**src/rtl/blpg_pkg.sv**
```systemverilog
package blpg_pkg;

  // Width of the window size registers.
  localparam int unsigned WIN_BITS = 13;

  // Register file layout on the configuration port.
  localparam int unsigned APB_ADDR_BITS = 3;
  localparam int unsigned APB_DATA_BITS = 32;

  typedef logic [0:0] reg_idx_t;
  localparam reg_idx_t REG_WINDOW_WIDTH  = 1'b0;
  localparam reg_idx_t REG_WINDOW_HEIGHT = 1'b1;

  localparam logic [WIN_BITS-1:0] WINDOW_WIDTH_RST  = 13'd800;
  localparam logic [WIN_BITS-1:0] WINDOW_HEIGHT_RST = 13'd600;

  // Input beat kinds.
  localparam logic KIND_LOAD = 1'b0;
  localparam logic KIND_STEP = 1'b1;

  // Line generator phases.
  typedef enum logic [1:0] {
    PH_IDLE  = 2'd0,
    PH_LOOP  = 2'd1,
    PH_START = 2'd2,
    PH_END   = 2'd3
  } phase_e;

endpackage

```
**src/rtl/bresenham_line_pixel_generator.sv**
```systemverilog
// Line pixel generator.
// Input channel (in_valid_i / in_ready_o): a load beat (kind_i = 0) latches two
// end points and a colour and starts a new line, restarting any line in progress;
// it gives no output. A step beat (kind_i = 1) yields one pixel: first one pixel
// per unit of the major-axis delta along the line, then the start point, then the
// end point, which carries last_o. A step beat with no line active gives nothing.
// Output channel (out_valid_o / out_ready_i): one pixel per beat with its colour
// and an on-screen flag from clipping against the window registers.
// Configuration: an APB-style port with window_width at 0x0 and window_height at
// 0x4; write it only while the block is idle.
// Flow: an accepted beat is registered in the input register, processed by the
// line-state logic, and its pixel is loaded into the output register that drives
// out_valid_o. Throughput is one beat per cycle while the output is not stalled, set
// by the single registered pass of adds and compares that updates the line state.
// A finished pixel waits in the output register while the input register takes
// the next beat; when the receiver stalls and a step beat is waiting behind it,
// in_ready_o drops until the pixel is taken.
// Reset empties both registers, clears the line state (idle) and sets the window
// to 800 by 600.
module bresenham_line_pixel_generator
  import blpg_pkg::*;
#(
  parameter int unsigned COORD_BITS = 13
) (
  input  logic                         clk_i,
  input  logic                         rst_ni,
  // Input channel.
  input  logic                         in_valid_i,
  output logic                         in_ready_o,
  input  logic                         kind_i,
  input  logic signed [COORD_BITS-1:0] start_x_i,
  input  logic signed [COORD_BITS-1:0] start_y_i,
  input  logic signed [COORD_BITS-1:0] end_x_i,
  input  logic signed [COORD_BITS-1:0] end_y_i,
  input  logic [7:0]                   red_in_i,
  input  logic [7:0]                   green_in_i,
  input  logic [7:0]                   blue_in_i,
  // Output channel.
  output logic                         out_valid_o,
  input  logic                         out_ready_i,
  output logic signed [COORD_BITS-1:0] pixel_x_o,
  output logic signed [COORD_BITS-1:0] pixel_y_o,
  output logic [7:0]                   red_out_o,
  output logic [7:0]                   green_out_o,
  output logic [7:0]                   blue_out_o,
  output logic                         on_screen_o,
  output logic                         last_o,
  // Configuration port.
  input  logic                         psel,
  input  logic                         penable,
  input  logic                         pwrite,
  input  logic [APB_ADDR_BITS-1:0]     paddr,
  input  logic [APB_DATA_BITS-1:0]     pwdata,
  output logic [APB_DATA_BITS-1:0]     prdata,
  output logic                         pready
);

  localparam int unsigned DIFF_BITS = COORD_BITS + 1;
  localparam int unsigned ERR_BITS  = COORD_BITS + 2;
  localparam int unsigned CMP_BITS  = (COORD_BITS > WIN_BITS) ? COORD_BITS : WIN_BITS;
  localparam logic [COORD_BITS-1:0] CB_ONE = COORD_BITS'(1);

  // Configuration registers.
  logic [WIN_BITS-1:0] win_w_q, win_h_q;
  reg_idx_t            reg_idx;
  logic                cfg_wr;

  assign pready  = 1'b1;
  assign reg_idx = paddr[APB_ADDR_BITS-1:2];
  assign cfg_wr  = psel && penable && pwrite && pready;

  always_ff @(posedge clk_i or negedge rst_ni) begin
    if (!rst_ni) begin
      win_w_q <= WINDOW_WIDTH_RST;
      win_h_q <= WINDOW_HEIGHT_RST;
    end else if (cfg_wr) begin
      unique case (reg_idx)
        REG_WINDOW_WIDTH:  win_w_q <= pwdata[WIN_BITS-1:0];
        REG_WINDOW_HEIGHT: win_h_q <= pwdata[WIN_BITS-1:0];
        default: ;
      endcase
    end
  end

  always_comb begin
    unique case (reg_idx)
      REG_WINDOW_WIDTH:  prdata = APB_DATA_BITS'(win_w_q);
      REG_WINDOW_HEIGHT: prdata = APB_DATA_BITS'(win_h_q);
      default:           prdata = '0;
    endcase
  end

  // Input register.
  logic                         s1_valid_q;
  logic                         s1_kind_q;
  logic signed [COORD_BITS-1:0] s1_sx_q, s1_sy_q, s1_ex_q, s1_ey_q;
  logic [23:0]                  s1_col_q;

  // Line state.
  phase_e                  phase_q, phase_d;
  logic [COORD_BITS-1:0]   cur_x_q, cur_x_d, cur_y_q, cur_y_d;
  logic [ERR_BITS-1:0]     err_q, err_d;
  logic [COORD_BITS-1:0]   major_q, major_d, minor_q, minor_d;
  logic [COORD_BITS-1:0]   steps_q, steps_d;
  logic                    x_neg_q, x_neg_d, y_neg_q, y_neg_d;
  logic                    x_major_q, x_major_d;
  logic [COORD_BITS-1:0]   sav_sx_q, sav_sx_d, sav_sy_q, sav_sy_d;
  logic [COORD_BITS-1:0]   sav_ex_q, sav_ex_d, sav_ey_q, sav_ey_d;
  logic [23:0]             col_q, col_d;

  // Output register.
  logic                  out_valid_q;
  logic [COORD_BITS-1:0] px_q, px_d, py_q, py_d;
  logic [23:0]           ocol_q;
  logic                  on_q, on_d, last_q, last_d;

  // Handshake between the two registers.
  logic s1_produces, out_free, s1_adv, in_acc;

  assign s1_produces = s1_valid_q && (s1_kind_q == KIND_STEP) && (phase_q != PH_IDLE);
  assign out_free    = !out_valid_q || out_ready_i;
  assign s1_adv      = s1_valid_q && (!s1_produces || out_free);
  assign in_ready_o  = !s1_valid_q || s1_adv;
  assign in_acc      = in_valid_i && in_ready_o;

  // Load datapath: absolute deltas and step directions.
  logic signed [DIFF_BITS-1:0] dx_s, dy_s;
  logic [COORD_BITS-1:0]       dx_abs, dy_abs;
  logic                        ld_x_major;

  assign dx_s   = DIFF_BITS'(s1_ex_q) - DIFF_BITS'(s1_sx_q);
  assign dy_s   = DIFF_BITS'(s1_ey_q) - DIFF_BITS'(s1_sy_q);
  assign dx_abs = dx_s[DIFF_BITS-1] ? COORD_BITS'(-dx_s) : dx_s[COORD_BITS-1:0];
  assign dy_abs = dy_s[DIFF_BITS-1] ? COORD_BITS'(-dy_s) : dy_s[COORD_BITS-1:0];
  assign ld_x_major = dx_abs > dy_abs;

  // Loop datapath: one error update and one position step.
  logic [ERR_BITS-1:0]   err_sum;
  logic                  move_minor;
  logic [COORD_BITS-1:0] x_next, y_next, loop_x, loop_y;

  assign err_sum    = err_q + ERR_BITS'(minor_q);
  assign move_minor = err_sum > ERR_BITS'(major_q);
  assign x_next     = x_neg_q ? cur_x_q - CB_ONE : cur_x_q + CB_ONE;
  assign y_next     = y_neg_q ? cur_y_q - CB_ONE : cur_y_q + CB_ONE;
  assign loop_x     = (x_major_q || move_minor) ? x_next : cur_x_q;
  assign loop_y     = (!x_major_q || move_minor) ? y_next : cur_y_q;

  // Next line state and pixel selection.
  always_comb begin
    phase_d   = phase_q;
    cur_x_d   = cur_x_q;
    cur_y_d   = cur_y_q;
    err_d     = err_q;
    major_d   = major_q;
    minor_d   = minor_q;
    steps_d   = steps_q;
    x_neg_d   = x_neg_q;
    y_neg_d   = y_neg_q;
    x_major_d = x_major_q;
    sav_sx_d  = sav_sx_q;
    sav_sy_d  = sav_sy_q;
    sav_ex_d  = sav_ex_q;
    sav_ey_d  = sav_ey_q;
    col_d     = col_q;
    px_d      = sav_ex_q;
    py_d      = sav_ey_q;
    last_d    = 1'b0;
    if (s1_adv) begin
      if (s1_kind_q == KIND_LOAD) begin
        sav_sx_d  = s1_sx_q;
        sav_sy_d  = s1_sy_q;
        sav_ex_d  = s1_ex_q;
        sav_ey_d  = s1_ey_q;
        col_d     = s1_col_q;
        x_neg_d   = !(s1_sx_q < s1_ex_q);
        y_neg_d   = !(s1_sy_q < s1_ey_q);
        x_major_d = ld_x_major;
        major_d   = ld_x_major ? dx_abs : dy_abs;
        minor_d   = ld_x_major ? dy_abs : dx_abs;
        err_d     = ERR_BITS'(major_d >> 1);
        steps_d   = major_d;
        cur_x_d   = s1_sx_q;
        cur_y_d   = s1_sy_q;
        phase_d   = (major_d != '0) ? PH_LOOP : PH_START;
      end else begin
        unique case (phase_q)
          PH_LOOP: begin
            err_d   = move_minor ? err_sum - ERR_BITS'(major_q) : err_sum;
            cur_x_d = loop_x;
            cur_y_d = loop_y;
            px_d    = loop_x;
            py_d    = loop_y;
            steps_d = steps_q - CB_ONE;
            if (steps_d == '0) begin
              phase_d = PH_START;
            end
          end
          PH_START: begin
            px_d    = sav_sx_q;
            py_d    = sav_sy_q;
            phase_d = PH_END;
          end
          PH_END: begin
            px_d    = sav_ex_q;
            py_d    = sav_ey_q;
            last_d  = 1'b1;
            phase_d = PH_IDLE;
          end
          PH_IDLE: ;
          default: ;
        endcase
      end
    end
  end

  // Clipping against the window.
  assign on_d = !px_d[COORD_BITS-1] && !py_d[COORD_BITS-1] &&
                (CMP_BITS'(px_d) < CMP_BITS'(win_w_q)) &&
                (CMP_BITS'(py_d) < CMP_BITS'(win_h_q));

  // Input register control and payload.
  always_ff @(posedge clk_i or negedge rst_ni) begin
    if (!rst_ni) begin
      s1_valid_q <= 1'b0;
    end else if (in_acc) begin
      s1_valid_q <= 1'b1;
    end else if (s1_adv) begin
      s1_valid_q <= 1'b0;
    end
  end

  always_ff @(posedge clk_i) begin
    if (in_acc) begin
      s1_kind_q <= kind_i;
      s1_sx_q   <= start_x_i;
      s1_sy_q   <= start_y_i;
      s1_ex_q   <= end_x_i;
      s1_ey_q   <= end_y_i;
      s1_col_q  <= {red_in_i, green_in_i, blue_in_i};
    end
  end

  // Line state registers.
  always_ff @(posedge clk_i or negedge rst_ni) begin
    if (!rst_ni) begin
      phase_q   <= PH_IDLE;
      cur_x_q   <= '0;
      cur_y_q   <= '0;
      err_q     <= '0;
      major_q   <= '0;
      minor_q   <= '0;
      steps_q   <= '0;
      x_neg_q   <= 1'b0;
      y_neg_q   <= 1'b0;
      x_major_q <= 1'b0;
      sav_sx_q  <= '0;
      sav_sy_q  <= '0;
      sav_ex_q  <= '0;
      sav_ey_q  <= '0;
      col_q     <= '0;
    end else begin
      phase_q   <= phase_d;
      cur_x_q   <= cur_x_d;
      cur_y_q   <= cur_y_d;
      err_q     <= err_d;
      major_q   <= major_d;
      minor_q   <= minor_d;
      steps_q   <= steps_d;
      x_neg_q   <= x_neg_d;
      y_neg_q   <= y_neg_d;
      x_major_q <= x_major_d;
      sav_sx_q  <= sav_sx_d;
      sav_sy_q  <= sav_sy_d;
      sav_ex_q  <= sav_ex_d;
      sav_ey_q  <= sav_ey_d;
      col_q     <= col_d;
    end
  end

  // Output register control and payload.
  always_ff @(posedge clk_i or negedge rst_ni) begin
    if (!rst_ni) begin
      out_valid_q <= 1'b0;
    end else if (s1_adv && s1_produces) begin
      out_valid_q <= 1'b1;
    end else if (out_ready_i) begin
      out_valid_q <= 1'b0;
    end
  end

  always_ff @(posedge clk_i) begin
    if (s1_adv && s1_produces) begin
      px_q   <= px_d;
      py_q   <= py_d;
      ocol_q <= col_q;
      on_q   <= on_d;
      last_q <= last_d;
    end
  end

  assign out_valid_o = out_valid_q;
  assign pixel_x_o   = $signed(px_q);
  assign pixel_y_o   = $signed(py_q);
  assign red_out_o   = ocol_q[23:16];
  assign green_out_o = ocol_q[15:8];
  assign blue_out_o  = ocol_q[7:0];
  assign on_screen_o = on_q;
  assign last_o      = last_q;

  // The loop phase always has pixels left to emit.
  a_loop_steps: assert property (@(posedge clk_i) disable iff (!rst_ni)
    phase_q == PH_LOOP |-> steps_q != '0)
    else $error("loop phase with no steps left");

  // The error accumulator never exceeds the major delta while looping.
  a_err_bound: assert property (@(posedge clk_i) disable iff (!rst_ni)
    phase_q == PH_LOOP |-> err_q <= ERR_BITS'(major_q))
    else $error("error accumulator above major delta");

  // The end point step presents a last pixel and returns the line to idle.
  a_end_last: assert property (@(posedge clk_i) disable iff (!rst_ni)
    s1_adv && s1_kind_q == KIND_STEP && phase_q == PH_END
    |=> out_valid_q && last_q && phase_q == PH_IDLE)
    else $error("end point not delivered as last pixel");

  // A pending pixel-producing beat is never dropped while the output is stalled.
  a_no_overwrite: assert property (@(posedge clk_i) disable iff (!rst_ni)
    s1_produces && out_valid_q && !out_ready_i |-> !in_ready_o && !s1_adv)
    else $error("input register advanced into a stalled output");

endmodule
```
**config.mk**
```make
export PLATFORM = sky130hd
export DESIGN_NAME = bresenham_line_pixel_generator
export DESIGN_NICKNAME = d
export VERILOG_FILES = /design/src/rtl/blpg_pkg.sv /design/src/rtl/bresenham_line_pixel_generator.sv
export SDC_FILE = /design/constraint.sdc
export NUM_CORES = 1
export LEC_CHECK = 0
export BUFFER_PORTS_ARGS = -buffer_cell sky130_fd_sc_hd__buf_4
export CELL_PAD_IN_SITES_DETAIL_PLACEMENT = 1
export CELL_PAD_IN_SITES_GLOBAL_PLACEMENT = 1
export CORE_MARGIN = 3
export CORE_UTILIZATION = 35
export CTS_CLUSTER_SIZE = 10
export DETAILED_ROUTE_END_ITERATION = 8
export PLACE_DENSITY = 0.66
export RECOVER_POWER = 25
export SYNTH_ARGS = -nofsm -noshare
export SYNTH_HDL_FRONTEND = slang
export SYNTH_SLANG_ARGS = --single-unit
```
**constraint.sdc**
```tcl
create_clock -name clk_i -period 7.95 [get_ports clk_i]
set_input_delay 0.3975 -clock clk_i [delete_from_list [all_inputs] [get_ports clk_i]]
set_output_delay 0.3975 -clock clk_i [all_outputs]
set_load 0.02 [all_outputs]
```
== Word level (Yosys, flattened, before mapping) ==
Index checks and enable logic that the tools add are counted.

* Mux-type cells: 33
* Reduce and logical (&&, ||, !) cells: 34
* Add/sub/neg operators: 11
* Bitwise operators: 2
* $lt $le $gt $ge: 6
* Eq/ne operators: 6

{| class="wikitable"
|+ Operators by type and width
! kind !! number
|-
| $mux W13 || 18
|-
| $pmux W32 S2 || 1
|-
| $lt A13 B13 Y1 || 4
|-
| $pmux W13 S2 || 2
|-
| $mux W15 || 3
|-
| $sub A13 B1 Y13 const B || 3
|-
| $sub A13 B13 Y14 || 2
|-
| $add A13 B1 Y13 const B || 2
|-
| $neg A13 Y13 || 2
|-
| $add A15 B13 Y15 || 1
|-
| $gt A15 B13 Y1 || 1
|-
| $sub A15 B13 Y15 || 1
|-
| $gt A13 B13 Y1 || 1
|-
| $logic_not A13 Y1 || 1
|-
| $reduce_bool A13 Y1 || 1
|-
| $logic_and A1 B1 Y1 || 10
|-
| $reduce_and A2 Y1 || 5
|-
| $logic_not A1 Y1 || 8
|-
| $mux W2 || 3
|-
| $pmux W2 S3 || 1
|-
| $reduce_bool A2 Y1 || 3
|-
| $logic_or A1 B1 Y1 || 5
|-
| $mux W1 || 5
|-
| $eq A2 B2 Y1 const B || 2
|-
| other kinds (6) || 7
|}

* Output and inout bits: 87
* Input bits: 119
* Word-level logic and storage cells: 122
* Flip-flop bits (word level): 318

== Logic depth before layout (Yosys ltp) ==
* Word-level depth: 11
* Depth in mapped cells: 32
* Gate-level depth less buffers: 30

== Worst setup path after synthesis ==
Ideal clock, no wire load.

* Path type: register to register
* From: register err_q[0]
* To: register on_q, in the netlist on_screen_o (data pin)
* Path buffers: 1
* Setup time: 133 ps
* Stages on the path, launching flop included: 28
* Data required time: 7,817 ps
* Arrival: 5,558 ps
* Period minus slack after synthesis: 5,691 ps
* Setup slack: 2,259 ps
* Cells stage by stage: dfrtp_1 > ha_1 > fa_1 > a211o_1 > o211ai_2 > a21oi_1 > a21oi_1 > xnor2_1 > ha_1 > a21oi_1 > o21ai_1 > or3_1 > o22ai_1 > o22ai_1 > or4b_4 > buf_6 > mux2_4 > a221oi_1 > nor2_1 > ha_1 > a21o_1 > a21o_1 > a21oi_1 > nor3_1 > nor4_1 > o221ai_1 > a21oi_1 > o2111a_1

* Elaborated cells between the ends (all ways): 19
* Those cells by class: add/sub (1); order compare (3); mux (8); reduce/logical (7)

{| class="wikitable"
|+ RTL lines
! item !! RTL line !! text
|-
| start, declared || bresenham_line_pixel_generator.sv:102 || <nowiki>logic [ERR_BITS-1:0] err_q, err_d;</nowiki>
|-
| start signal, assigned || bresenham_line_pixel_generator.sv:266 || <nowiki>err_q <= err_d;</nowiki>
|-
| $add A15 B13 Y15 || bresenham_line_pixel_generator.sv:142 || <nowiki>assign err_sum = err_q + ERR_BITS'(minor_q);</nowiki>
|-
| $gt A15 B13 Y1 || bresenham_line_pixel_generator.sv:143 || <nowiki>assign move_minor = err_sum > ERR_BITS'(major_q);</nowiki>
|-
| $logic_or A1 B1 Y1 || bresenham_line_pixel_generator.sv:147 || <nowiki>assign loop_y = (!x_major_q || move_minor) ? y_next : cur_y_q;</nowiki>
|-
| $mux W13 || bresenham_line_pixel_generator.sv:147 ||
|-
| $pmux W13 S2 || bresenham_line_pixel_generator.sv:187 || <nowiki>unique case (phase_q)</nowiki>
|-
| $mux W13 || bresenham_line_pixel_generator.sv:170 || <nowiki>if (s1_kind_q == KIND_LOAD) begin</nowiki>
|-
| $mux W13 || bresenham_line_pixel_generator.sv:169 || <nowiki>if (s1_adv) begin</nowiki>
|-
| named net py_d[1] || bresenham_line_pixel_generator.sv:113 || <nowiki>logic [COORD_BITS-1:0] px_q, px_d, py_q, py_d;</nowiki>
|-
| $lt A13 B13 Y1 || bresenham_line_pixel_generator.sv:220 || <nowiki>(CMP_BITS'(py_d) < CMP_BITS'(win_h_q));</nowiki>
|-
| $logic_and A1 B1 Y1 || bresenham_line_pixel_generator.sv:219 || <nowiki>(CMP_BITS'(px_d) < CMP_BITS'(win_w_q)) &&</nowiki>
|-
| named net on_d || bresenham_line_pixel_generator.sv:115 || <nowiki>logic on_q, on_d, last_q, last_d;</nowiki>
|-
| end signal, assigned || bresenham_line_pixel_generator.sv:297 || <nowiki>on_q <= on_d;</nowiki>
|-
| end, declared || bresenham_line_pixel_generator.sv:115 ||
|}

The timed path passes the listed nets, and every way through them passes these cells.
A chain may end at the register's enable or synchronous reset.

== Worst setup path after layout ==
Same ends and word-level chain as after synthesis.

==> impl_metrics.tcl <==
set metrics [dict create \
    p_leak_nw 9.99 \
    synth-xor-area-share 0.0422 \
    power_per_cell_area_mw_per_mm2 453 \
    drcViolationCount 0 \
    drive_gt1_frac 0.145 \
    synth_edf_count 129 \
    fin_nets 2388 \
    relSlewSlack -1.06 \
    drtIter0Drc 744 \
    gp_congestion 0.863 \
    die_x_um 237 \
    grt_remaining_overflow 0 \
    rsz0062_at_grt "false" \
    grt_pass1_wl_um 95400 \
    drt-met1-wl_um 28300 \
    synth.cell_area_mm2 0.0187 \
    reg2reg_depth 27 \
    numCtsBuffers 41 \
    core_mm2 0.0520 \
    clkSinkCount 318 \
    holdPathEnd "win_w_q[3]$_DFFE_PN0P_" \
    hold_path_depth 2 \
    cp_max_fo 21 \
    yosys_warnings 0 \
    place_area_mm2 0.0205 \
    io_buffers 164 \
    clock_skew_ns 0.0228 \
    syn_to_final_growth_pct 20.7 \
    post_drt_wl_per_cell_um 21.4 \
    finalHoldViolations 0 \
    top_layer "met4" \
    reg2reg_slack_ns 0.70 \
    clkTransAtPathRegs_ns 0.06 \
    hold_path_class "input pin to register" \
    h-tree-depth 2 \
    initial_core_util 0.359 \
    maxCapViolations 2 \
    synth_top_family_by_area "compound AO/OA/AOI/OAI gates" \
    yosys.area_share.simple 0.150 \
    muxShareOfSynthArea 0.0446 \
    design.die.area_mm2 0.0561 \
    fin_crit_ns 7.25 \
    hold_ws_ns 0.0667 \
    die_h_um 237 \
    reg2reg_to "on_screen_o$_DFFE_PP_" \
    fin_crit_sh 0.912 \
    via_per_inst 5.37 \
    maxSlewViolCount 89 \
    num_rows 83 \
    grt_pass1_vias 16200 \
    cp.arrival_ns 7.69 \
    outcome "finished, violations left" \
    cts_setup_buffers 0 \
    post-route-util 0.433 \
    wl_met3_um 2050 \
    nFillCells 5850 \
    worstMarginPinSlew_ns 3.09 \
    hpwlAfterDp_um 43500 \
    design_power_total_mw 10.2 \
    root_buffer "clkbuf_16" \
    drt-total-wl_um 61200 \
    violations "max-capacitance violations, max-slew violations" \
    grt_max_degree 82 \
    drt_pre_antenna_iters 4 \
    worst_r2r_startpoint "err_q[0]$_DFFE_PN0P_" \
    io-pin-count 206 \
    fmax_mhz 138 \
    synthFlopType "dfrtp_1" \
    antenna_found_initial 1 \
    finish.instance_area_mm2 0.0225 \
    worstPathRequired_ns 8.39 \
    syn_inst 1917 \
    tns_ns 0 \
    synth_fa_ha_area_frac 0.0889 \
    clk_latency_ns 0.58 \
    synth_compound_area_frac 0.166 \
    cts_tree "built" \
    critPathKind "register to register" \
    endpoint_kind "register" \
    critPathLaunchType "register" \
    ys_seq_area_frac 0.462 \
    wl_met2_um 29300 \
    ys_ff_latch 318 \
    synthArstFlopShare 0.594 \
    synthDistinctLibCells 87 \
    grt_usage 0.215 \
    ant_nets 0 \
    hp-start "pwdata[3]" \
    ir_drop_v 0.000326 \
    setup_viol 0 \
    clock_path_buffers 3 \
    vias 15300 \
    syn_area_per_cell_um2 9.73 \
]
==> critical path, stage by stage (launching register included) <==
cell and delay [ns]:
dfrtp_1 0.38, ha_1 0.25, fa_1 0.45, a211o_1 0.33
o211ai_2 0.10, a21oi_1 0.18, nand3_1 0.12, nand2_1 0.09
xor2_1 0.18, ha_1 0.38, nand2_1 0.10, nor2_1 0.30
nand4_1 0.15, nor3_1 0.42, o22ai_1 0.29, or4b_4 0.73
mux2_4 0.37, a221oi_1 0.25, nor2_1 0.16, ha_1 0.21
a21o_1 0.17, a21o_1 0.17, a21oi_1 0.25, nor3_1 0.12
nor4_1 0.34, o221ai_1 0.20, a21oi_1 0.23, o2111a_1 0.22
==> how the worst max path moves through the flow <==
| stage | startpoint | endpoint | slack [ns] |
|---|---|---|---|
| final | err_q[0]$_DFFE_PN0P_ | on_screen_o$_DFFE_PP_ | 0.70 |
| after global routing | minor_q[0]$_DFFE_PN0P_ | on_screen_o$_DFFE_PP_ | 0.34 |
| after CTS | err_q[0]$_DFFE_PN0P_ | on_screen_o$_DFFE_PP_ | 0.78 |
| after detailed placement | err_q[0]$_DFFE_PN0P_ | on_screen_o$_DFFE_PP_ | 0.87 |
| after global placement | err_q[0]$_DFFE_PN0P_ | on_screen_o$_DFFE_PP_ | 1.04 |
| after floorplan | err_q[0]$_DFFE_PN0P_ | on_screen_o$_DFFE_PP_ | 2.26 |
==> layer usage <==
layer | vias up | global-route usage
met2 | 274 | 0.360
li1 | 7225 | -
met3 | 81 | 0.0288
met4 | 0 | 0.0652
met5 | - | 0
met1 | 7727 | 0.290
==> power by group <==
| part | internal, mW | leakage (nW) | switching, mW |
|---|---|---|---|
| registers | 2.17 | 3.55 | 0.325 |
| clock network | 1.08 | 0.626 | 0.762 |
| logic | 2.40 | 5.81 | 3.47 |
==> area by class of cell <==
type                            instances  area (µm²)  share of cell area
Multi-Input combinational cell       1417        9290               0.413
Sequential cell                       318        8610               0.382
Timing Repair Buffer                  260        2080              0.0922
Clock buffer                           64        1120              0.0498
Tap cell                              680         851              0.0378
Inverter                              102         383              0.0170
Clock inverter                         11         180             0.00800
Antenna cell                            1        2.50            0.000111
==> logic make-up (layout without fill, tap and decap cells) <==
family | after synthesis | after routing
buffers and inverters | 200 | 437
adder cells (fa/ha/maj) | 129 | 129
other | 2 | 21
AND/OR/NAND/NOR | 639 | 639
flip-flops | 318 | 318
AO/OA/AOI/OAI | 467 | 467
multiplexers | 75 | 75
XOR/XNOR | 87 | 87
==> through the flow <==
stage,setup WS [ns],std cells
final,0.697,2853
after global routing,0.344,2853
after CTS,0.784,2852
after detailed placement,0.870,2699
after global placement,1.04,2699
after floorplan,2.26,1935
==> repair_timing <==
item	in CTS	in global routing
endpoints found under the hold margin	120	0
resized for setup	0	0
hold buffers	78	0
==> flip-flops by register name, summed over array words and instances (netlist names), 15 cells and up <==
register  flops
col_q        24
err_q        15
ocol_q       24
s1_col_q     24
==> cells in the mapped netlist (5+ instances only) <==
cell type	instances	share of area
nand4_1	16	0.0054
o21bai_1	7	0.0028
a211oi_1	12	0.0048
or4_1	5	0.0020
nor3_1	37	0.0099
a21o_1	48	0.019
a211o_1	9	0.0042
inv_1	101	0.020
clkbuf_1	64	0.013
o211ai_1	18	0.0072
xor2_1	28	0.013
a221oi_1	22	0.010
a21oi_1	109	0.029
o31ai_1	9	0.0036
nand3b_1	5	0.0020
mux2_4	6	0.0048
o21ai_0	132	0.035
o22ai_1	11	0.0037
a31oi_1	8	0.0027
or3_1	8	0.0027
o21a_1	15	0.0060
xnor2_1	57	0.027
or2_2	6	0.0020
and2_1	14	0.0047
a221o_1	5	0.0027
nor2b_1	11	0.0037
and3_1	8	0.0027
buf_4	20	0.0080
nand3_1	30	0.0080
mux2_2	41	0.025
dfrtp_1	182	0.24
nand2_1	334	0.067
edfxtp_1	129	0.21
dfstp_2	7	0.0099
a31o_2	5	0.0023
nor2_1	138	0.028
nand2b_1	11	0.0037
fa_1	6	0.0064
mux2i_1	28	0.015
buf_1	8	0.0016
o21ai_1	6	0.0016
ha_1	123	0.082
==> cell usage in the layout, fill, tap and decap left out, types with 8 or more instances in the layout <==
master         instances
ha_1                 123
clkbuf_16             41
a31oi_1                8
o211ai_1              18
edfxtp_1             129
xor2_1                28
inv_1                101
nand2_1              333
and3_1                 8
a21oi_1              108
nor3_1                36
o21ai_0              132
nand4_1               16
clkbuf_1              41
dlygate4sd3_1         78
nor2b_1               11
o21a_1                15
mux2i_1               28
a211oi_1              12
and2_1                13
buf_4                 93
nand2b_1              11
nor2_1               135
nand3_1               30
conb_1                20
o22ai_1               11
or3_1                  8
a21o_1                48
o31ai_1                9
a211o_1                9
mux2_2                41
clkbuf_4              70
dfrtp_1              182
xnor2_1               57
a221oi_1              22
Power figures use the tool's default switching activity.
